File: config.mk
export PLATFORM = sky130hd
export DESIGN_NAME = mfb_front
export DESIGN_NICKNAME = d
export VERILOG_FILES = /design/src/rtl/core/mfb_pkg.sv /design/src/rtl/core/mfb_front.sv
export SDC_FILE = /design/constraint.sdc
export NUM_CORES = 1
export LEC_CHECK = 0
export BUFFER_PORTS_ARGS = -buffer_cell sky130_fd_sc_hd__clkbuf_2
export CAP_MARGIN = 20
export CORE_UTILIZATION = 54
export DETAILED_ROUTE_END_ITERATION = 8
export PLACE_DENSITY = 0.85
export SYNTH_ARGS = -nofsm -noshare
export SYNTH_HDL_FRONTEND = slang
export SYNTH_SLANG_ARGS = --single-unit
File: constraint.sdc
create_clock -name vclk -period 6.2
set_input_delay 0.31 -clock vclk [all_inputs]
set_output_delay 0.31 -clock vclk [all_outputs]
set_load 0.005 [all_outputs]
File: src/rtl/core/mfb_pkg.sv
// Shared types and codes for the mono framebuffer draw engine.
package mfb_pkg;

	localparam int COORD_W = 11;   // clipped coordinate, holds 0..1024
	localparam int NUM_W   = 20;   // pixel bit number, screen up to 1024 x 1024
	localparam int BADDR_W = 17;   // store byte index

	// command codes on the input channel
	localparam logic [2:0] CMD_CLEAR  = 3'd0;
	localparam logic [2:0] CMD_SET    = 3'd1;
	localparam logic [2:0] CMD_GET    = 3'd2;
	localparam logic [2:0] CMD_HLINE  = 3'd3;
	localparam logic [2:0] CMD_VLINE  = 3'd4;
	localparam logic [2:0] CMD_FILL   = 3'd5;
	localparam logic [2:0] CMD_INVERT = 3'd6;
	localparam logic [2:0] CMD_RDBYTE = 3'd7;

	// operation classes handed to the back end
	localparam logic [2:0] OP_CLEAR  = 3'd0;
	localparam logic [2:0] OP_PAINT  = 3'd1;
	localparam logic [2:0] OP_INVERT = 3'd2;
	localparam logic [2:0] OP_PIXEL  = 3'd3;
	localparam logic [2:0] OP_BYTE   = 3'd4;

	typedef struct packed {
		logic [2:0]         op;
		logic               ink;
		logic               ok;      // region not empty / pixel on screen / byte in range
		logic [COORD_W-1:0] x0;
		logic [COORD_W-1:0] x1;
		logic [COORD_W-1:0] y0;
		logic [COORD_W-1:0] y1;
		logic [BADDR_W-1:0] addr;
		logic [2:0]         bsel;
	} item_t;

	typedef struct packed {
		logic init_busy;
		logic idle;
	} status_t;

endpackage

File: src/rtl/core/mfb_front.sv
// Front end: decode commands, clip regions and compute pixel addresses.
module mfb_front #(
	parameter int SCREEN_W = 400,
	parameter int SCREEN_H = 300
) (
	input  logic                [2:0]  command,
	input  logic signed         [11:0] pos_x,
	input  logic signed         [11:0] pos_y,
	input  logic                [10:0] span_w,
	input  logic                [10:0] span_h,
	input  logic                       ink_black,
	input  logic                [13:0] byte_addr,
	output mfb_pkg::item_t             item
);
	import mfb_pkg::*;

	localparam int STORE_BYTES = (SCREEN_W * SCREEN_H + 7) / 8;

	logic [10:0]        ws, hs;
	logic signed [12:0] xs, ys, xe, ye, x0s, x1s, y0s, y1s;
	logic signed [12:0] wc, hc;
	logic               on_scr;
	logic [NUM_W-1:0]   n;

	always_comb begin
		wc = 13'(SCREEN_W);
		hc = 13'(SCREEN_H);
		ws = (command == CMD_HLINE || command == CMD_FILL || command == CMD_INVERT)
			? span_w : 11'd1;
		hs = (command == CMD_VLINE || command == CMD_FILL || command == CMD_INVERT)
			? span_h : 11'd1;
		xs  = {pos_x[11], pos_x};
		ys  = {pos_y[11], pos_y};
		xe  = xs + $signed({2'b00, ws});
		ye  = ys + $signed({2'b00, hs});
		x0s = (xs < 0) ? 13'sd0 : xs;
		y0s = (ys < 0) ? 13'sd0 : ys;
		x1s = (xe > wc) ? wc : xe;
		y1s = (ye > hc) ? hc : ye;
		on_scr = (xs >= 0) && (xs < wc) && (ys >= 0) && (ys < hc);
		n = NUM_W'(ys[9:0]) * NUM_W'(SCREEN_W) + NUM_W'(xs[9:0]);

		item.ink  = ink_black;
		item.x0   = x0s[COORD_W-1:0];
		item.x1   = x1s[COORD_W-1:0];
		item.y0   = y0s[COORD_W-1:0];
		item.y1   = y1s[COORD_W-1:0];
		item.addr = n[NUM_W-1:3];
		item.bsel = n[2:0];
		item.ok   = (x1s > x0s) && (y1s > y0s);
		case (command)
			CMD_CLEAR: begin
				item.op = OP_CLEAR;
				item.ok = 1'b1;
			end
			CMD_GET: begin
				item.op = OP_PIXEL;
				item.ok = on_scr;
			end
			CMD_INVERT: item.op = OP_INVERT;
			CMD_RDBYTE: begin
				item.op   = OP_BYTE;
				item.addr = BADDR_W'(byte_addr);
				item.ok   = 32'(byte_addr) < STORE_BYTES;
			end
			default: item.op = OP_PAINT;
		endcase
	end
endmodule

# After elaboration in Yosys (flattened, before gate mapping)
# Index checks and enable logic that the tools add are counted.
dict set report totals {
  reg_bits 0
  input_bits 64
  output_inout_bits 69
  word_cells 39
}
dict set report op_classes {
  n_addsub 3
  mul 1
  magnitude_cmp 11
  n_eq_ne 6
  n_mux 9
  n_reduce_logical 9
}
# cell count
set op_table {}
lappend op_table {{$mux W13} 4}
lappend op_table {{$add A12 B12 Y13} 2}
lappend op_table {{$gt A13 B10 Y1 const B} 2}
lappend op_table {{$gt A13 B13 Y1} 2}
lappend op_table {{$ge A12 B1 Y1 const B} 2}
lappend op_table {{$lt A12 B1 Y1 const B} 2}
lappend op_table {{$lt A12 B10 Y1 const B} 2}
lappend op_table {{$mux W11} 2}
lappend op_table {{$add A19 B10 Y20} 1}
lappend op_table {{$mux W17} 1}
lappend op_table {{$mul A10 B5 Y15 const B} 1}
lappend op_table {{$lt A14 B14 Y1 const B} 1}
lappend op_table {{$eq A3 B3 Y1 const B} 4}
lappend op_table {{$pmux W3 S4} 1}
lappend op_table {{$eq A3 B2 Y1 const B} 2}
lappend op_table {{$logic_and A1 B1 Y1} 4}
lappend op_table {{$logic_or A1 B1 Y1} 4}
lappend op_table {{$logic_not A3 Y1} 1}
lappend op_table {{$pmux W1 S3} 1}

# Depth between registers and ports, before layout
# Gate-level depths: netlist of run 1.
dict set report depth {
  depth_word 10
  mapped_depth 23
  mapped_depth_nobuf 22
}

# Worst setup path after synthesis of run 1
# Ideal clock, no wire load.
dict set report synth_timing {
  path_type {input port to output port}
  from {in command[0]}
  to {out item[64] in the netlist's numbering}
  arrival_ps 4473
  t_required_ps 5890
  slack_ps 1417
  cell_stages 20
  path_buffers 2
  path_cell_list {clkbuf_1 xnor2_1 a21oi_1 clkbuf_1 and2_1 ha_1 a21o_1 a21oi_2 xnor2_1 or4_1 a211o_1 a41oi_4 or3b_1 ha_1 nand3_1 o21bai_1 a21oi_1 a211oi_1 o31a_1 nor3_1}
}
# element line
set synth_rtl {}
lappend synth_rtl {{start: declaration} mfb_front.sv:6} ;# input logic [2:0] command,
lappend synth_rtl {{end: declaration} mfb_front.sv:13} ;# output mfb_pkg::item_t item

==> impl_metrics.yaml, run 1 <==
sta:
  slew_headroom_pct: 48.9
  grt_setup_unrepaired: "false"
  worst_pin_slew_ps: 765
  timing.final.crit_share_pct: 84.2
  period_needed_ps: 5220
  max_freq_ghz: 0.192
  setup_viol_count_final: 0
  setup_tns_ps: 0
  setup_ws_ps: 980
  worst_hold_slack_ps: 620
  final_max_slew_viol_count: 0
  finalHoldViolations: 0
die:
  rows: 30
  die-height_microns: 87.1
  die-area_sq_um: 7580
  coreArea_sq_um: 6910
  start_util_pct: 56.6
  fp.dieW_microns: 87.1
  io_pins: 133
yosys:
  synth_area_sq_um: 3910
  yosys_warnings: 0
  synthAdderAreaFrac_pct: 33.2
  yosys.cell_types.count: 62
  synthesis.instances: 546
  synth-simple-area-share_pct: 26.6
  syn_avg_cell_area_sq_um: 7.16
  synthesis.nets: 709
  yosys.area_share.xor_xnor_pct: 7.17
  seq_area_frac_synth_pct: 0
  synth.area.mux_share_pct: 0.512
  synth_compound_area_share_pct: 24.0
  synth_top_family_by_area: "adder cells"
clocking:
  postCtsSetupRepairBufs: 0
  cts_resized: 0
  postCtsHoldBufs: 0
layout:
  nFlopsAndLatches: 0
  layout_common_cells: "clkbuf_2, ha_1, inv_1"
  antennaDiodeCount: 0
  final_common_cell: "clkbuf_2"
  drive_above_1_share_pct: 22.3
  finalInstanceArea_sq_um: 4630
  final_core_util_pct: 67.0
  synthToLayoutAreaGrowth_pct: 18.5
  layoutNonFillerInstCount: 760
  num-clock-buffers: 0
  final_nets: 829
  regArea_sq_um: 0
worst_setup_path:
  slowest_stage: "a31oi_2"
  worstPathMaxFanout: 11
  endpoint_kind: "output port"
  setup.worst_path.end: "item[64]"
  worstPathArrival_ps: 4910
  worstSetupStartpoint: "command[0]"
  critPathRequiredTime_ps: 5890
  startpoint_type: "input pin"
  worst_path_most_repeated_cell: "a21oi_1"
  critPathMaxStageDelay_ps: 410
  path_class: "input pin to output port"
route:
  drc: 0
  drt_pass1_iterations: 5
  antenna_left: 0
  viasPerCell: 5.79
  num_vias: 4397
  wirelength_microns: 11200
  drt_iter0_markers: 177
  wl_per_cell_microns: 14.7
power:
  p_leak_nw: 2.58
  p_per_area_nw_per_um2: 151
  vdd_drop_max_v: 0.0000663
  power_uw: 697
placement:
  gpl.final_weighted_congestion: 0.937
  dpl-instance-area_sq_um: 4630
  hpwl_microns: 9730
  dp_slack_ps: 1010
  dpl.cell_count: 760
  port_buffers: 131
job:
  max_cap_violations: 0
global_route:
  grt_pass1_wl_microns: 18000
  grt_pass1_vias: 4170
  gr-usage-all-layers_pct: 28.9
  grt_max_degree: 23
  antenna_found_initial: 0
  overflow: 0
status:
  status: "complete, no violations"
worst_hold_path:
  hold_class: "input pin to output port"
==> area by class of cell <==
type,instances,area [sq um]
multi-input cells,462,3580
well taps,96,120
repair buffers,134,678
inverters,68,255
fillers,635,2280
==> power by group <==
group | internal, mW | switching [mW] | total [mW]
clock network | 0 | 0 | 0
registers | 0 | 0 | 0
logic | 0.314 | 0.383 | 0.697
total | 0.314 | 0.383 | 0.697
==> layer usage <==
layer / part of all wire [%] / GRT usage (%) / vias to the layer above
li1: - / - / 2172
met2: 46 / 52.0 / 210
met3: 7.7 / 2.09 / 33
met1: 43 / 36.0 / 1982
met5: 0 / 0 / -
met4: 3.4 / 10.5 / 0
==> worst max-delay path: cells and delay by family <==
family / cells / cell delay (ps)
XOR/XNOR: 2 / 270
adder cells (fa/ha/maj): 3 / 920
buffers and inverters: 3 / 480
AND/OR/NAND/NOR: 5 / 700
AO/OA/AOI/OAI: 12 / 2230
==> cell usage after synthesis (all sizes together) (3+ instances only) <==
master  number  area, sq um
nor3        13         65.1
o21ai       21          105
a211oi       8         60.1
nor2b       13         81.3
a21o        15          113
inv         68          255
or3          5         31.3
nand3       13         65.1
o21a         7         52.6
a211o        3         26.3
a21oi       35          179
and2        20          125
nor2        34          128
or2          6         37.5
ha          91         1140
o31a         4         35.0
a31o         5         43.8
nand4       10         62.6
nor4         8         56.3
o21bai       4         30.0
buf          5         33.8
xnor2       19          166
nand2b      27          169
nand2       34          128
a21boi       7         52.6
xor2        13          114
a41oi        3         45.1
clkbuf      11         41.3
a31oi        4         31.3
fa           8          160
==> how the worst min path moves through the flow <==
stage / slack, ps / start / endpoint / cells past startpoint
after floorplan: 700 / pos_x[0] / item[0] / 1
after global routing: 620 / ink_black / item[65] / 0
final: 620 / ink_black / item[65] / 0
after global placement: 620 / ink_black / item[65] / 0
after detailed placement: 620 / ink_black / item[65] / 0
after CTS: 620 / ink_black / item[65] / 0
==> cells by family after synthesis <==
group	Yosys count
buffers and inverters	84
AOI/OAI and AO/OA	135
and+or+nand+nor	194
muxes	2
adders and majority gates	99
xor gates and xnor gates	32
No activity file was read; power rests on OpenSTA's default activity.
==> run 2: changes to the inputs <==
==> constraint.sdc (replaced) <==
create_clock -name vclk -period 5.2
set_input_delay 0.26 -clock vclk [all_inputs]
set_output_delay 0.26 -clock vclk [all_outputs]
set_load 0.005 [all_outputs]
==> impl_metrics.yaml, run 2 (same netlist as run 1, synthesis figures left out) <==
die:
  die-area_sq_um: 7580
  rows: 30
  coreArea_sq_um: 6910
  fp.dieW_microns: 87.1
  io_pins: 133
  die-height_microns: 87.1
  start_util_pct: 56.6
global_route:
  gr-usage-all-layers_pct: 28.7
  grt_pass1_vias: 4147
  grt_pass1_wl_microns: 17900
  grt_max_degree: 23
  antenna_found_initial: 0
  overflow: 0
sta:
  finalHoldViolations: 0
  slew_headroom_pct: 47.2
  setup_viol_count_final: 0
  worst_pin_slew_ps: 790
  final_max_slew_viol_count: 0
  max_freq_ghz: 0.199
  period_needed_ps: 5020
  timing.final.crit_share_pct: 96.5
power:
  vdd_drop_max_v: 0.0000851
  p_sw_share_pct: 54.5
  power_uw: 857
  power_frac_comb_pct: 100.0
  p_leak_nw: 2.63
  power_switching_uw: 467
  cell_internal_pwr_uw: 390
  p_per_area_nw_per_um2: 181
  pwr-share-seq_pct: 0
  clock_power_share_pct: 0
layout:
  synthToLayoutAreaGrowth_pct: 21.4
  final_nets: 835
  drive_above_1_share_pct: 25.1
  finalInstanceArea_sq_um: 4740
  nFlopsAndLatches: 0
  antennaDiodeCount: 0
  num-clock-buffers: 0
  layout_common_cells: "clkbuf_2, ha_1, inv_1, nand2_1, nor2_1"
  final_common_cell: "clkbuf_2"
  multiInputGateArea_sq_um: 3650
  fillers: 622
  regArea_sq_um: 0
route:
  num_vias: 4452
  drt_iter0_markers: 181
  antenna_left: 0
  wl_per_cell_microns: 15.0
  wirelength_microns: 11500
  viasPerCell: 5.81
  drc: 0
  drt_pass1_iterations: 4
job:
  max_cap_violations: 0
worst_hold_path:
  hold_class: "input pin to output port"
placement:
  port_buffers: 131
  dpl-instance-area_sq_um: 4670
  gpl.final_weighted_congestion: 0.999
  hpwl_microns: 9760
worst_setup_path:
  worstPathMaxFanout: 11
  path_class: "input pin to output port"
  worstPathArrival_ps: 4760
  critPathRequiredTime_ps: 4940
  crit_path_cell_trace: "clkbuf_2 -> a21boi_0 -> buf_4 -> nand2b_1 -> ha_1 -> inv_1 -> fa_1 -> nor2b_2 -> o2111ai_2 -> and4b_1 -> o22ai_1 -> nand4_1 -> o21a_2 -> or2_2 -> ha_1 -> a21oi_1 -> o21ai_0 -> a221oi_2 -> buf_4 -> o41ai_1 -> a211oi_1 -> nor3_1 -> clkbuf_2"
  slowest_stage: "fa_1"
  startpoint_type: "input pin"
  critPathMaxStageDelay_ps: 420
  endpoint_kind: "output port"
status:
  status: "complete, no violations"
clocking:
  postCtsHoldBufs: 0
-- run 2: power by group through the flow --
| stage | combinational, mW | sequential, mW | clock (mW) |
|---|---|---|---|
| global placement | 0.803 | 0 | 0 |
| detailed placement | 0.830 | 0 | 0 |
| global route | 0.957 | 0 | 0 |
| floorplan | 0.576 | 0 | 0 |
| finish | 0.857 | 0 | 0 |
| CTS | 0.836 | 0 | 0 |
-- run 2: layer usage --
layer	vias up	GRT usage [%]	routed length, microns
met5	-	0	0
met3	28	2.46	723
met2	198	51.8	5440
met4	0	9.55	316
met1	2040	35.6	4990
li1	2186	-	-
-- run 2: stage by stage --
stage	cells	setup slack (ps)	hold WS [ps]	utilization (%)	setup TNS (ps)
5_1_grt	766	-84.3	520	68.7	-84.3
4_1_cts	765	65.9	520	67.6	0
2_1_floorplan	546	517	601	-	0
6_report	766	183	520	68.7	0
3_3_place_gp	765	342	520	67.6	0
3_5_place_dp	765	73.1	520	67.6	0
-- run 2: worst max-delay path, delay by kind of cell --
family	cells	cell delay [ps]
AOI/OAI and AO/OA	9	1660
adders and majority gates	3	920
buffers and inverters	5	730
and+or+nand+nor	6	1170
-- run 2: layout make-up --
class	instances	share of cell area [%]
multi-input combinational	462	76.8
timing repair buffer	140	15.2
inverter	68	5.38
tap	96	2.53
-- run 2: worst paths after layout --
kind	from	end	slack [ps]	cells past startpoint
max	command[2]	item[64]	180	23
min	ink_black	item[65]	520	0
-- run 2: timing repair --
action                     4_1_cts  5_1_grt
resized for setup                0       15
setup endpoints to repair        0        1
buffers inserted                 0        1
