`src/rtl/core/mfb_pkg.sv`:
```
// Shared types and codes for the mono framebuffer draw engine.
package mfb_pkg;

	localparam int COORD_W = 11;   // clipped coordinate, holds 0..1024
	localparam int NUM_W   = 20;   // pixel bit number, screen up to 1024 x 1024
	localparam int BADDR_W = 17;   // store byte index

	// command codes on the input channel
	localparam logic [2:0] CMD_CLEAR  = 3'd0;
	localparam logic [2:0] CMD_SET    = 3'd1;
	localparam logic [2:0] CMD_GET    = 3'd2;
	localparam logic [2:0] CMD_HLINE  = 3'd3;
	localparam logic [2:0] CMD_VLINE  = 3'd4;
	localparam logic [2:0] CMD_FILL   = 3'd5;
	localparam logic [2:0] CMD_INVERT = 3'd6;
	localparam logic [2:0] CMD_RDBYTE = 3'd7;

	// operation classes handed to the back end
	localparam logic [2:0] OP_CLEAR  = 3'd0;
	localparam logic [2:0] OP_PAINT  = 3'd1;
	localparam logic [2:0] OP_INVERT = 3'd2;
	localparam logic [2:0] OP_PIXEL  = 3'd3;
	localparam logic [2:0] OP_BYTE   = 3'd4;

	typedef struct packed {
		logic [2:0]         op;
		logic               ink;
		logic               ok;      // region not empty / pixel on screen / byte in range
		logic [COORD_W-1:0] x0;
		logic [COORD_W-1:0] x1;
		logic [COORD_W-1:0] y0;
		logic [COORD_W-1:0] y1;
		logic [BADDR_W-1:0] addr;
		logic [2:0]         bsel;
	} item_t;

	typedef struct packed {
		logic init_busy;
		logic idle;
	} status_t;

endpackage

```
`src/rtl/core/mfb_queue.sv`:
```
// Two-entry command queue between front and back end.
module mfb_queue (
	input  logic           clk,
	input  logic           arst_n,
	input  logic           push,
	input  mfb_pkg::item_t wdata,
	input  logic           pop,
	output mfb_pkg::item_t rdata,
	output logic           empty,
	output logic           full,
	output logic [1:0]     level
);
	import mfb_pkg::*;

	item_t      ent_q [2];
	logic       wptr_q, rptr_q;
	logic [1:0] cnt_q;

	assign rdata = ent_q[rptr_q];
	assign empty = (cnt_q == 2'd0);
	assign full  = (cnt_q == 2'd2);
	assign level = cnt_q;

	always_ff @(posedge clk) begin
		if (push) begin
			ent_q[wptr_q] <= wdata;
		end
	end

	always_ff @(posedge clk or negedge arst_n) begin
		if (!arst_n) begin
			wptr_q <= 1'b0;
			rptr_q <= 1'b0;
			cnt_q  <= 2'd0;
		end else begin
			if (push) begin
				wptr_q <= ~wptr_q;
			end
			if (pop) begin
				rptr_q <= ~rptr_q;
			end
			cnt_q <= cnt_q + 2'(push) - 2'(pop);
		end
	end
endmodule

```
`config.mk`:
```
export PLATFORM = sky130hd
export DESIGN_NAME = mfb_queue
export DESIGN_NICKNAME = d
export VERILOG_FILES = /design/src/rtl/core/mfb_pkg.sv /design/src/rtl/core/mfb_queue.sv
export SDC_FILE = /design/constraint.sdc
export NUM_CORES = 1
export LEC_CHECK = 0
export ABC_AREA = 1
export ABC_CLOCK_PERIOD_IN_PS = 4500
export BUFFER_PORTS_ARGS = -buffer_cell sky130_fd_sc_hd__buf_2
export CORE_MARGIN = 1.5
export CORE_UTILIZATION = 30
export DETAILED_ROUTE_END_ITERATION = 12
export GPL_TIMING_DRIVEN = 0
export PLACE_DENSITY_LB_ADDON = 0.15
export SETUP_SLACK_MARGIN = 0.05
export SLEW_MARGIN = 25
export SYNTH_ARGS = -nofsm -noshare
export SYNTH_HDL_FRONTEND = slang
export SYNTH_SLANG_ARGS = --single-unit
```
`constraint.sdc`:
```
create_clock -name clk -period 4.5 [get_ports clk]
set_clock_uncertainty 0.05 [all_clocks]
set_input_delay 0.675 -clock clk [delete_from_list [all_inputs] [get_ports clk]]
set_output_delay 0.675 -clock clk [all_outputs]
set_load 0.03 [all_outputs]
```
After elaboration in Yosys (flattened, before gate mapping):

Memory sizes are Yosys's and may differ from the RTL's.
Index checks and enable logic that the tools add are counted.

* bits in registers: 4
* memory bits (writable): 138
* output and inout port bits: 73
* memories kept: 1

* $add $sub $neg: 2
* equality and inequality tests: 1
* mux-type cells: 2
* bitwise gates (word level): 2
* reductions and logical operators: 1

Memories
* ent_q: words 2, width 69, rd ports 1, clocked after memory_dff 0, write ports 1, line mfb_queue.sv:15 `item_t ent_q [2];`

Operators with widths (count)
* 2-bit by 1-bit adder with 2-bit output: 1
* 2-bit equality test (second input constant): 1
* 2-bit zero test: 1
* 1-bit 2-to-1 mux: 2
* 1-bit NOT: 2
* 2-bit by 1-bit subtractor with 2-bit output: 1

Longest topological paths before layout:

Gate-level depths: netlist (run 1).

* depth after elaboration: 2
* mapped depth: 7
* mapped depth without buffers: 7

Worst setup path before layout (run 1):

Ideal clock, no wire load.

* path kind: input-to-reg
* start point: input push
* end point: memory ent_q[0][0] in the netlist's numbering (enable)
* arrival: 3608 ps
* setup slack: 344 ps
* stages on the path: 2
* cell sequence: inv_1 nor2_1

* cells in the longest elaborated chain, start to end: 2

Ends and longest elaborated chain
* start, declared: line mfb_queue.sv:5 `input logic push,`
* 1-bit 2-to-1 mux: line mfb_queue.sv:25 `if (push) begin`
* 1-bit 2-to-1 mux (implied by the code): line mfb_queue.sv:26 `ent_q[wptr_q] <= wdata;`
* end, declared: line mfb_queue.sv:15

No other way between the ends.

==> impl_metrics.sql, run 1 <==
INSERT INTO impl_metrics (metric_group, metric, value, unit) VALUES
('clocking', 'post_cts.resized_instances', '0', ''),
('clocking', 'cts.sinks', '142', ''),
('pwr', 'fraction_of_power_consumed_by_the_clock_network', '26.3', '%'),
('timing', 'final.hold.worst_slack', '399', 'ps'),
('timing', 'worstMarginPinSlew', '539', 'ps'),
('timing', 'post-route-period-util', '53.0', '%'),
('setup_path', 'startpoint_type', 'flop', ''),
('setup_path', 'criticalPathCategory', 'reg2out', ''),
('synthesis', 'post_synth_and_or_nand_nor_area_fraction', '5.60', '%'),
('detailed_routing', 'detail_route.first_pass.iterations', '4', ''),
('synthesis', 'synth-compound-area-share', '6.49', '%'),
('pwr', 'seq_power_share', '36.5', '%'),
('synthesis', 'synth_area_per_cell', '13.8', 'um^2'),
('detailed_routing', 'drt.antenna.violating_nets', '0', ''),
('timing', 'final_hold_viol_count', '0', ''),
('synthesis', 'dominantRegCellSynth', 'edfxtp_1', ''),
('clocking', 'path_clk_slew', '60', 'ps'),
('grt', 'grt_use_met2', '20.7', '%'),
('detailed_routing', 'route.detailed.drc', '0', ''),
('detailed_routing', 'via_per_inst', '4.16', ''),
('detailed_routing', 'totalWireLength', '10.9', 'mm'),
('timing', 'report.final.slew_viol_count', '0', ''),
('synthesis', 'ys_seq_area_share', '79.8', '%'),
('layout', 'layout.core_utilization', '40.4', '%'),
('timing', 'setup_viol', '0', ''),
('synthesis', 'yosys_warnings', '0', ''),
('grt', 'gr-usage-met1', '14.2', '%'),
('layout', 'finalNetCount', '629', ''),
('grt', 'first_pass_grt_wire_length', '16.7', 'mm'),
('pwr', 'power_leakage', '3.00', 'nW'),
('clocking', 'htree_num_levels', '4', ''),
('grt', 'grt_antenna_before_repair', '0', ''),
('setup_path', 'critical_path.top_delay_family', 'buffers and inverters', ''),
('grt', 'grt_pass1_vias', '3299', ''),
('synthesis', 'post_synth_adder_cell_area', '0.471', '%'),
('pwr', 'finalPower', '0.00499', 'W'),
('synthesis', 'syn-instance-count', '385', ''),
('setup_path', 'worst_path_buffer_plus_inverter_count', '2', ''),
('setup_path', 'critical_path.max_stage_delay', '450', 'ps'),
('setup_path', 'crit_arrival', '1660', 'ps'),
('setup_path', 'cp_slowest_cell', 'clkbuf_1', ''),
('pwr', 'peakVddDrop', '0.000360', 'V'),
('outcome', 'run_status', 'complete, no violations', ''),
('setup_path', 'setup.worst_path.end_class', 'output pin', ''),
('detailed_routing', 'detailroute.via_count', '3294', ''),
('synthesis', 'synthDominantAreaCellType', 'edfxtp_1', ''),
('synthesis', 'yosysMostFrequentCell', 'edfxtp_1', ''),
('layout', 'stdcell_area', '6990', 'um^2'),
('die', 'effective_utilization_at_floorplan', '30.7', '%'),
('synthesis', 'synth_top_family_by_area', 'buffers and inverters', ''),
('timing', 'timing.slew.headroom', '64.1', '%'),
('placed_design', 'dpl_cell_area', '6420', 'um^2'),
('pwr', 'p_switching', '0.00193', 'W'),
('clocking', 'tritoncts.num_buffers', '17', ''),
('pwr', 'switching_share', '38.7', '%'),
('synthesis', 'yosys.area_share.xor_xnor', '0.329', '%'),
('die', 'num_io_pins', '146', ''),
('setup_path', 'cp_max_fo', '10', ''),
('synthesis', 'post_synth_mux_area_share', '0', '%'),
('synthesis', 'yosys_register_bits', '142', ''),
('detailed_routing', 'dr_wl_cell', '13.7', 'um'),
('detailed_routing', 'drt_iter0_drc', '95', ''),
('placed_design', 'buffer_ports.inserted', '145', ''),
('timing', 'maxClockFrequency', '419', 'MHz'),
('synthesis', 'asyncSetResetFlopFracSynth', '2.82', '%'),
('die', 'chipHeight', '136', 'um'),
('clocking', 'holdBufCountCts', '1', ''),
('grt', 'grt_remaining_overflow', '0', ''),
('synthesis', 'synth_cell_type_count', '14', ''),
('timing', 'tmin_final', '2390', 'ps'),
('setup_path', 'worstPathCellList', 'clkbuf_1 -> o21ai_0 -> buf_2', '');
[layout make-up]
class                   count  area, um^2
plain buffers              15         103
multi-input cells         152         693
well taps                 225         282
repair buffers            150         823
inverters                  76         288
clock buffers              18         429
flip-flops and latches    142        4240
fillers                  1667       10300
clock inverters            13         124
[state kept, by name (all words and copies together), names as in the netlist]
| name | count |
|---|---|
| ent_q | 138 |
| wptr_q | 1 |
| level | 2 |
| rptr_q | 1 |
[logic make-up after synthesis]
family,Yosys count
AND/OR/NAND/NOR,79
flip-flops,142
adder cells (fa/ha/maj),2
buffers and inverters,91
XOR/XNOR,2
AO/OA/AOI/OAI,69
[final timing paths]
path | start | endpoint | slack, ps | cells past startpoint
setup / recovery | rptr_q | rdata[7] | 2110 | 3
hold / removal | wdata[0] | ent_q[1][0] | 400 | 1
setup reg to reg | wptr_q | ent_q[0][8] | 2760 | 4
hold reg to reg | wptr_q | wptr_q | 490 | 1
max in group asynchronous | arst_n | rptr_q | 3730 | 2
min in group asynchronous | arst_n | level[1] | 550 | 2
[cells in the final DEF (no fill, tap or decap), types with 3 or more instances in the layout]
master     instances
clkinv_1           5
clkbuf_16         17
edfxtp_1         138
o21ai_1            6
buf_4              7
inv_1             75
clkbuf_1           3
nand2_1           75
clkinv_4           3
buf_2            149
buf_12             3
o21ai_0           63
dfrtp_1            4
[metal layers]
metal	vias to the layer above	share of wire, %
met5	-	0
met4	0	1.6
met3	12	5.9
met2	90	51
met1	1555	42
li1	1637	-
[power groups by stage]
stage | registers (W) | logic, W | clock network (W)
2_1_floorplan | 0.00188 | 0.00123 | 0
3_3_place_gp | 0.00188 | 0.00183 | 0
3_5_place_dp | 0.00185 | 0.00191 | 0
4_1_cts | 0.00182 | 0.00191 | 0.00135
5_1_grt | 0.00185 | 0.00203 | 0.00140
6_report | 0.00182 | 0.00186 | 0.00131
[through the flow]
stage               TNS [ps]  worst slack, ps
floorplan                  0              344
global placement     -118720            -1750
detailed placement         0             2320
CTS                        0             1970
global route               0             1860
finish                     0             2110
Note: power is estimated with default switching activity, not from simulation.
==> inputs of run 2 (changes only) <==
Settings changed: ABC_AREA 1 to 0, ABC_CLOCK_PERIOD_IN_PS 4500 to 2200.
Clock period 4.5 ns to 2.2 ns, I/O delays scaled along.
==> impl_metrics.sql, run 2 <==
INSERT INTO impl_metrics (metric_group, metric, value, unit) VALUES
('worst_hold_path', 'hold_path.class', 'in2reg', ''),
('timing', 'setup_tns', '0', 'ps'),
('layout', 'multi_input_comb_area', '1130', 'um^2'),
('pwr', 'finalPower', '0.0104', 'W'),
('synthesis', 'synth_top_family_by_area', 'multiplexers', ''),
('timing', 'setup_viol', '0', ''),
('layout', 'diodes', '0', ''),
('synthesis', 'ys_top_cells_by_count', 'edfxtp_1, mux2_4, buf_12, dfrtp_1', ''),
('layout', 'largest_register_ff_count', '138', ''),
('pwr', 'power_leakage', '2.93', 'nW'),
('synthesis', 'postSynthNetCount', '305', ''),
('clocking', 'clock_tree.buffer_depth', '2', ''),
('synthesis', 'post_synth_adder_cell_area', '0.453', '%'),
('timing', 'final_hold_viol_count', '0', ''),
('detailed_routing', 'detail_route.first_pass.iterations', '3', ''),
('setup_path', 'regToRegStartpoint', 'wptr_q', ''),
('detailed_routing', 'dr_wl_cell', '15.4', 'um'),
('timing', 'report.final.slew_viol_count', '0', ''),
('synthesis', 'synth-compound-area-share', '0', '%'),
('layout', 'mostFrequentLayoutCell', 'buf_2', ''),
('clocking', 'number_of_buffers_added_for_setup_after_cts', '0', ''),
('layout', 'fillerInstances', '1685', ''),
('grt', 'gr-usage-met1', '12.2', '%'),
('outcome', 'run_status', 'complete, no violations', ''),
('synthesis', 'synthesis.area', '5530', 'um^2'),
('setup_path', 'worst-endpoint-required', '1820', 'ps'),
('timing', 'post-route-period-util', '92.4', '%'),
('pwr', 'power_density', '1440', 'nW/um^2'),
('timing', 'tmin_final', '2030', 'ps'),
('setup_path', 'cp_max_fo', '10', ''),
('setup_path', 'crit_arrival', '1650', 'ps'),
('placed_design', 'dpl_cell_area', '6660', 'um^2'),
('synthesis', 'post_synth_and_or_nand_nor_area_fraction', '0.407', '%'),
('grt', 'grt_remaining_overflow', '0', ''),
('die', 'chipHeight', '139', 'um'),
('timing', 'maxClockFrequency', '492', 'MHz'),
('grt', 'globalRouteTotalUtil', '10.9', '%'),
('layout', 'stdcell_count', '642', ''),
('clocking', 'clock_network_latency_to_the_later_pin_of_the_worst_skew_pair', '410', 'ps'),
('placed_design', 'dp_cells', '609', ''),
('setup_path', 'startpoint_type', 'flop', ''),
('die', 'num_io_pins', '146', ''),
('clocking', 'tritoncts.num_buffers', '17', ''),
('synthesis', 'ys_seq_area_share', '76.8', '%'),
('timing', 'setup_slack', '168', 'ps'),
('synthesis', 'yosys.area_share.xor_xnor', '0.747', '%'),
('detailed_routing', 'drt_iter0_drc', '118', ''),
('placed_design', 'gp_congestion', '0.664', ''),
('clocking', 'clock_tree_from_tritoncts', 'done', ''),
('clocking', 'clock_tree.root_cell', 'clkbuf_16', ''),
('grt', 'top_usage_layer', 'met2', ''),
('die', 'effective_utilization_at_floorplan', '30.7', '%'),
('timing', 'timing.slew.headroom', '65.9', '%'),
('grt', 'first_pass_grt_wire_length', '15.6', 'mm'),
('die', 'core', '18000', 'um^2'),
('synthesis', 'synthDominantAreaCellType', 'edfxtp_1', ''),
('placed_design', 'place_worst_setup_slack', '392', 'ps'),
('grt', 'grt_antenna_before_repair', '1', ''),
('layout', 'stdcell_area', '7200', 'um^2'),
('synthesis', 'yosys_register_bits', '142', ''),
('worst_hold_path', 'whs_endpoint', 'ent_q[1][17]', ''),
('detailed_routing', 'route.detailed.drc', '0', ''),
('placed_design', 'place_hpwl', '6.52', 'mm'),
('grt', 'grt_pass1_vias', '2981', ''),
('layout', 'final_cell_mix', 'buf_2, edfxtp_1, mux2_4', ''),
('synthesis', 'synth_area_per_cell', '24.0', 'um^2'),
('grt', 'grt_use_met2', '17.9', '%'),
('detailed_routing', 'detailroute.via_count', '2681', ''),
('timing', 'rsz0062_at_grt', 'no', ''),
('synthesis', 'count_of_flip_flops_with_a_built_in_enable_after_synthesis', '138', ''),
('clocking', 'cts.sinks', '142', ''),
('layout', 'area.sequential', '4240', 'um^2'),
('clocking', 'post_cts.resized_instances', '0', ''),
('layout', 'synthToLayoutAreaGrowth', '30.2', '%'),
('grt', 'largest_net_degree_at_the_start_of_global_routing', '39', ''),
('timing', 'worstMarginPinSlew', '511', 'ps'),
('synthesis', 'netlist_top_cells_area', 'edfxtp_1, mux2_4, buf_12, dfrtp_1, ha_1', ''),
('synthesis', 'post_synth_mux_area_share', '18.7', '%'),
('layout', 'finalNetCount', '475', ''),
('clocking', 'htree_num_levels', '4', ''),
('synthesis', 'synth_cell_type_count', '12', ''),
('setup_path', 'setup.worst_path.end_class', 'output pin', ''),
('detailed_routing', 'totalWireLength', '9.88', 'mm'),
('clocking', 'path_clk_slew', '60', 'ps'),
('pwr', 'peakVddDrop', '0.000771', 'V'),
('layout', 'top_register', 'ent_q', ''),
('run', 'drv_cap', '0', ''),
('synthesis', 'yosysMostFrequentCell', 'edfxtp_1', ''),
('setup_path', 'reg2reg_depth', '4', ''),
('layout', 'drive_gt1_share', '61.5', '%'),
('setup_path', 'timing.reg2reg.setup_slack', '480', 'ps'),
('setup_path', 'critical_path.reg2reg.endpoint', 'ent_q[0][37]', ''),
('detailed_routing', 'drt.antenna.violating_nets', '0', ''),
('grt', 'grtUsageMet3', '4.35', '%'),
('die', 'total_die_area', '19200', 'um^2'),
('setup_path', 'criticalPathCategory', 'reg2out', ''),
('synthesis', 'asyncSetResetFlopFracSynth', '2.82', '%'),
('placed_design', 'buffer_ports.inserted', '145', ''),
('detailed_routing', 'via_per_inst', '4.18', ''),
('die', 'placementRows', '49', ''),
('synthesis', 'yosys_warnings', '0', ''),
('worst_hold_path', 'min_delay_path_depth', '1', ''),
('synthesis', 'syn-instance-count', '230', ''),
('worst_hold_path', 'min_from', 'wdata[17]', ''),
('synthesis', 'dominantRegCellSynth', 'edfxtp_1', ''),
('die', 'die_w', '139', 'um'),
('synthesis', 'synthDominantCellAreaShare', '75.0', '%');
## run 2: changes by cell type after synthesis, moves of 2 or more
cell,previous run,this run
buf_4,7,0
clkbuf_1,2,0
mux2_4,0,69
nor2_1,3,1
o21ai_0,63,0
buf_12,0,7
nand2_1,75,0
inv_1,76,2
o21ai_1,6,0
buf_2,4,0
nor2b_1,0,2
## run 2: timing repair
item / CTS / global route
endpoints found under the setup margin: 0 / 0
hold endpoints to repair: 4 / 0
hold buffers: 1 / 0
## run 2: worst max-delay path by stage
stage                     startpoint      endpoint  slack [ps]  cells past startpoint
after floorplan               wptr_q   ent_q[0][0]         280                      1
after global placement          push  ent_q[0][38]        -540                      2
after detailed placement        push  ent_q[0][38]         390                      5
after CTS                     rptr_q     rdata[67]         120                      4
after global routing          rptr_q     rdata[59]          90                      4
final                         rptr_q     rdata[59]         170                      4
## run 2: worst max-delay path, cell delays in order, from the launching register on
cell and delay (ps):
dfrtp_1 350, buf_6 220, buf_12 180, mux2_4 310, buf_2 180
## run 2: metal layers
layer  part of all wire [%]  routed length [um]
met4                    1.7                 171
met1                     41                4070
met2                     51                5020
met5                   0.12                  12
met3                    6.2                 610
## run 2: final cells by class
type | instances | share of cell area [%]
plain buffers | 8 | 2.10
clock buffers | 19 | 6.02
clock inverters | 13 | 1.37
inverters | 2 | 0.104
multi-input cells | 78 | 15.8
flip-flops and latches | 142 | 59.0
well taps | 229 | 3.98
repair buffers | 151 | 11.7
## run 2: per-stage QoR
stage          utilization, %  hold WS [ps]
6_report                 39.9          49.7
3_3_place_gp             36.3          86.3
2_1_floorplan               -         -15.6
5_1_grt                  39.9          25.5
4_1_cts                  39.9          29.1
3_5_place_dp             36.9          90.7
## run 2: logic make-up after synthesis
family | Yosys count
flops | 142
xor+xnor | 3
fa+ha+maj | 2
simple gates | 4
buf+inv | 10
mux | 69
## run 2: report_power, final
group          leakage, nW  internal (W)  switching (W)  total, W
clock network        0.262       0.00153        0.00104   0.00258
registers             1.34       0.00359       0.000138   0.00373
logic                 1.33       0.00175        0.00233   0.00408
==> inputs of run 3 (changes only) <==
Settings changed: CORE_ASPECT_RATIO set to 0.75.
==> impl_metrics.sql, run 3 (same netlist as run 2, synthesis figures left out) <==
INSERT INTO impl_metrics (metric_group, metric, value, unit) VALUES
('outcome', 'run_status', 'complete, no violations', ''),
('timing', 'worstMarginPinSlew', '546', 'ps'),
('layout', 'diodes', '0', ''),
('layout', 'finalNetCount', '474', ''),
('grt', 'first_pass_grt_wire_length', '15.4', 'mm'),
('layout', 'synthToLayoutAreaGrowth', '31.5', '%'),
('worst_hold_path', 'hold_path.class', 'in2reg', ''),
('setup_path', 'worst_setup_path_end', 'rdata[28]', ''),
('pwr', 'peakVddDrop', '0.000658', 'V'),
('timing', 'maxClockFrequency', '499', 'MHz'),
('timing', 'post-route-period-util', '91.1', '%'),
('placed_design', 'gp_congestion', '0.687', ''),
('setup_path', 'regToRegStartpoint', 'wptr_q', ''),
('pwr', 'power_density', '1470', 'nW/um^2'),
('die', 'chipHeight', '121', 'um'),
('detailed_routing', 'drt_iter0_drc', '71', ''),
('timing', 'setup_viol', '0', ''),
('setup_path', 'criticalPathCategory', 'reg2out', ''),
('detailed_routing', 'dr_wl_cell', '15.6', 'um'),
('die', 'effective_utilization_at_floorplan', '30.9', '%'),
('detailed_routing', 'detailroute.via_count', '2671', ''),
('clocking', 'clock_tree.root_cell', 'clkbuf_16', ''),
('setup_path', 'timing.reg2reg.setup_slack', '520', 'ps'),
('layout', 'mostFrequentLayoutCell', 'buf_2', ''),
('clocking', 'number_of_buffers_added_for_setup_after_cts', '0', ''),
('detailed_routing', 'detail_route.first_pass.iterations', '4', ''),
('setup_path', 'startpoint_type', 'flop', ''),
('layout', 'largest_register_ff_count', '138', ''),
('clocking', 'tritoncts.num_buffers', '17', ''),
('clocking', 'path_clk_slew', '60', 'ps'),
('setup_path', 'reg2reg_depth', '3', ''),
('timing', 'report.final.slew_viol_count', '0', ''),
('die', 'die_w', '160', 'um'),
('placed_design', 'place_worst_setup_slack', '392', 'ps'),
('setup_path', 'setup.worst_path.end_class', 'output pin', ''),
('setup_path', 'worst-endpoint-required', '1820', 'ps'),
('clocking', 'clock_tree.buffer_depth', '2', ''),
('die', 'placementRows', '42', ''),
('setup_path', 'setup.worst_path.start', 'rptr_q', ''),
('run', 'drv_cap', '0', ''),
('layout', 'layout.core_utilization', '40.7', '%'),
('setup_path', 'critical_path.reg2reg.endpoint', 'ent_q[0][24]', ''),
('timing', 'rsz0062_at_grt', 'no', ''),
('pwr', 'power_leakage', '2.95', 'nW'),
('placed_design', 'buffer_ports.inserted', '145', ''),
('detailed_routing', 'route.detailed.drc', '0', ''),
('detailed_routing', 'drt.antenna.violating_nets', '0', ''),
('detailed_routing', 'via_per_inst', '4.08', ''),
('timing', 'final_hold_viol_count', '0', ''),
('clocking', 'htree_num_levels', '4', ''),
('placed_design', 'place_hpwl', '6.83', 'mm'),
('die', 'core', '17900', 'um^2'),
('grt', 'grt_antenna_before_repair', '0', ''),
('clocking', 'clock_tree_from_tritoncts', 'done', ''),
('timing', 'setup_slack', '197', 'ps'),
('clocking', 'cts.sinks', '142', ''),
('layout', 'drive_gt1_share', '62.6', '%'),
('clocking', 'clock_network_latency_to_the_later_pin_of_the_worst_skew_pair', '410', 'ps'),
('layout', 'top_register', 'ent_q', ''),
('grt', 'grt_pass1_vias', '2790', ''),
('clocking', 'holdBufCountCts', '1', ''),
('setup_path', 'cp_max_fo', '10', ''),
('timing', 'tmin_final', '2000', 'ps'),
('die', 'total_die_area', '19300', 'um^2'),
('timing', 'timing.slew.headroom', '63.5', '%'),
('setup_path', 'crit_arrival', '1620', 'ps'),
('grt', 'globalRouteTotalUtil', '11.0', '%'),
('die', 'num_io_pins', '146', ''),
('layout', 'final_cell_mix', 'buf_2, edfxtp_1, mux2_4', ''),
('clocking', 'post_cts.resized_instances', '0', ''),
('grt', 'grt_remaining_overflow', '0', ''),
('grt', 'largest_net_degree_at_the_start_of_global_routing', '38', ''),
('detailed_routing', 'totalWireLength', '10.2', 'mm');
## run 3: changes by cell type in the layout (fill, tap and decap cells not counted), sizes merged
cell      change
buf           -1
bufinv        +2
clkbuf        -2
clkinv        -4
clkinvlp      +3
inv           +1
## run 3: power breakdown
| group | leakage, nW | switching, W | total [W] | internal, W |
|---|---|---|---|---|
| sequential | 1.34 | 0.000142 | 0.00373 | 0.00359 |
| combinational | 1.32 | 0.00234 | 0.00408 | 0.00174 |
| clock | 0.284 | 0.00110 | 0.00288 | 0.00178 |
| total | 2.95 | 0.00358 | 0.0107 | 0.00711 |
## run 3: cell type report
type	count	area, um^2
fillers	1656	10600
flip-flops and latches	142	4240
multi-input cells	78	1130
repair buffers	150	831
clock buffers	17	425
well taps	242	303
clock inverters	15	170
plain buffers	8	151
inverters	2	7.51
## run 3: critical path, stage by stage, from the launching register on
cell and delay, ps:
dfrtp_1 330, buf_6 210, buf_12 180, mux2_4 310
buf_2 180
## run 3: per-stage QoR
step	power, W	instance area (um^2)	instances	TNS (ps)	hold WS [ps]
after global placement	0.00784	6570	617	-50850	88.2
after CTS	0.0109	7270	654	0	24.4
after floorplan	0.00689	5540	230	0	-15.6
after detailed placement	0.00797	6660	621	0	94.3
after global routing	0.0112	7270	654	0	20.9
final	0.0107	7270	654	0	51.9
## run 3: routing by layer
metal / share of wire [%] / track usage [%]
met1: 45 / 13.5
met2: 44 / 15.8
met3: 9.9 / 6.38
met4: 1.3 / 4.42
met5: 0 / 0
## run 3: how the worst min path moves through the flow
stage | start | to | depth (start not counted)
6_report | wdata[65] | ent_q[1][65] | 1
3_5_place_dp | arst_n | level[0] | 1
2_1_floorplan | arst_n | level[0] | 0
5_1_grt | wdata[12] | ent_q[1][12] | 1
3_3_place_gp | arst_n | level[0] | 1
4_1_cts | wdata[65] | ent_q[0][65] | 1
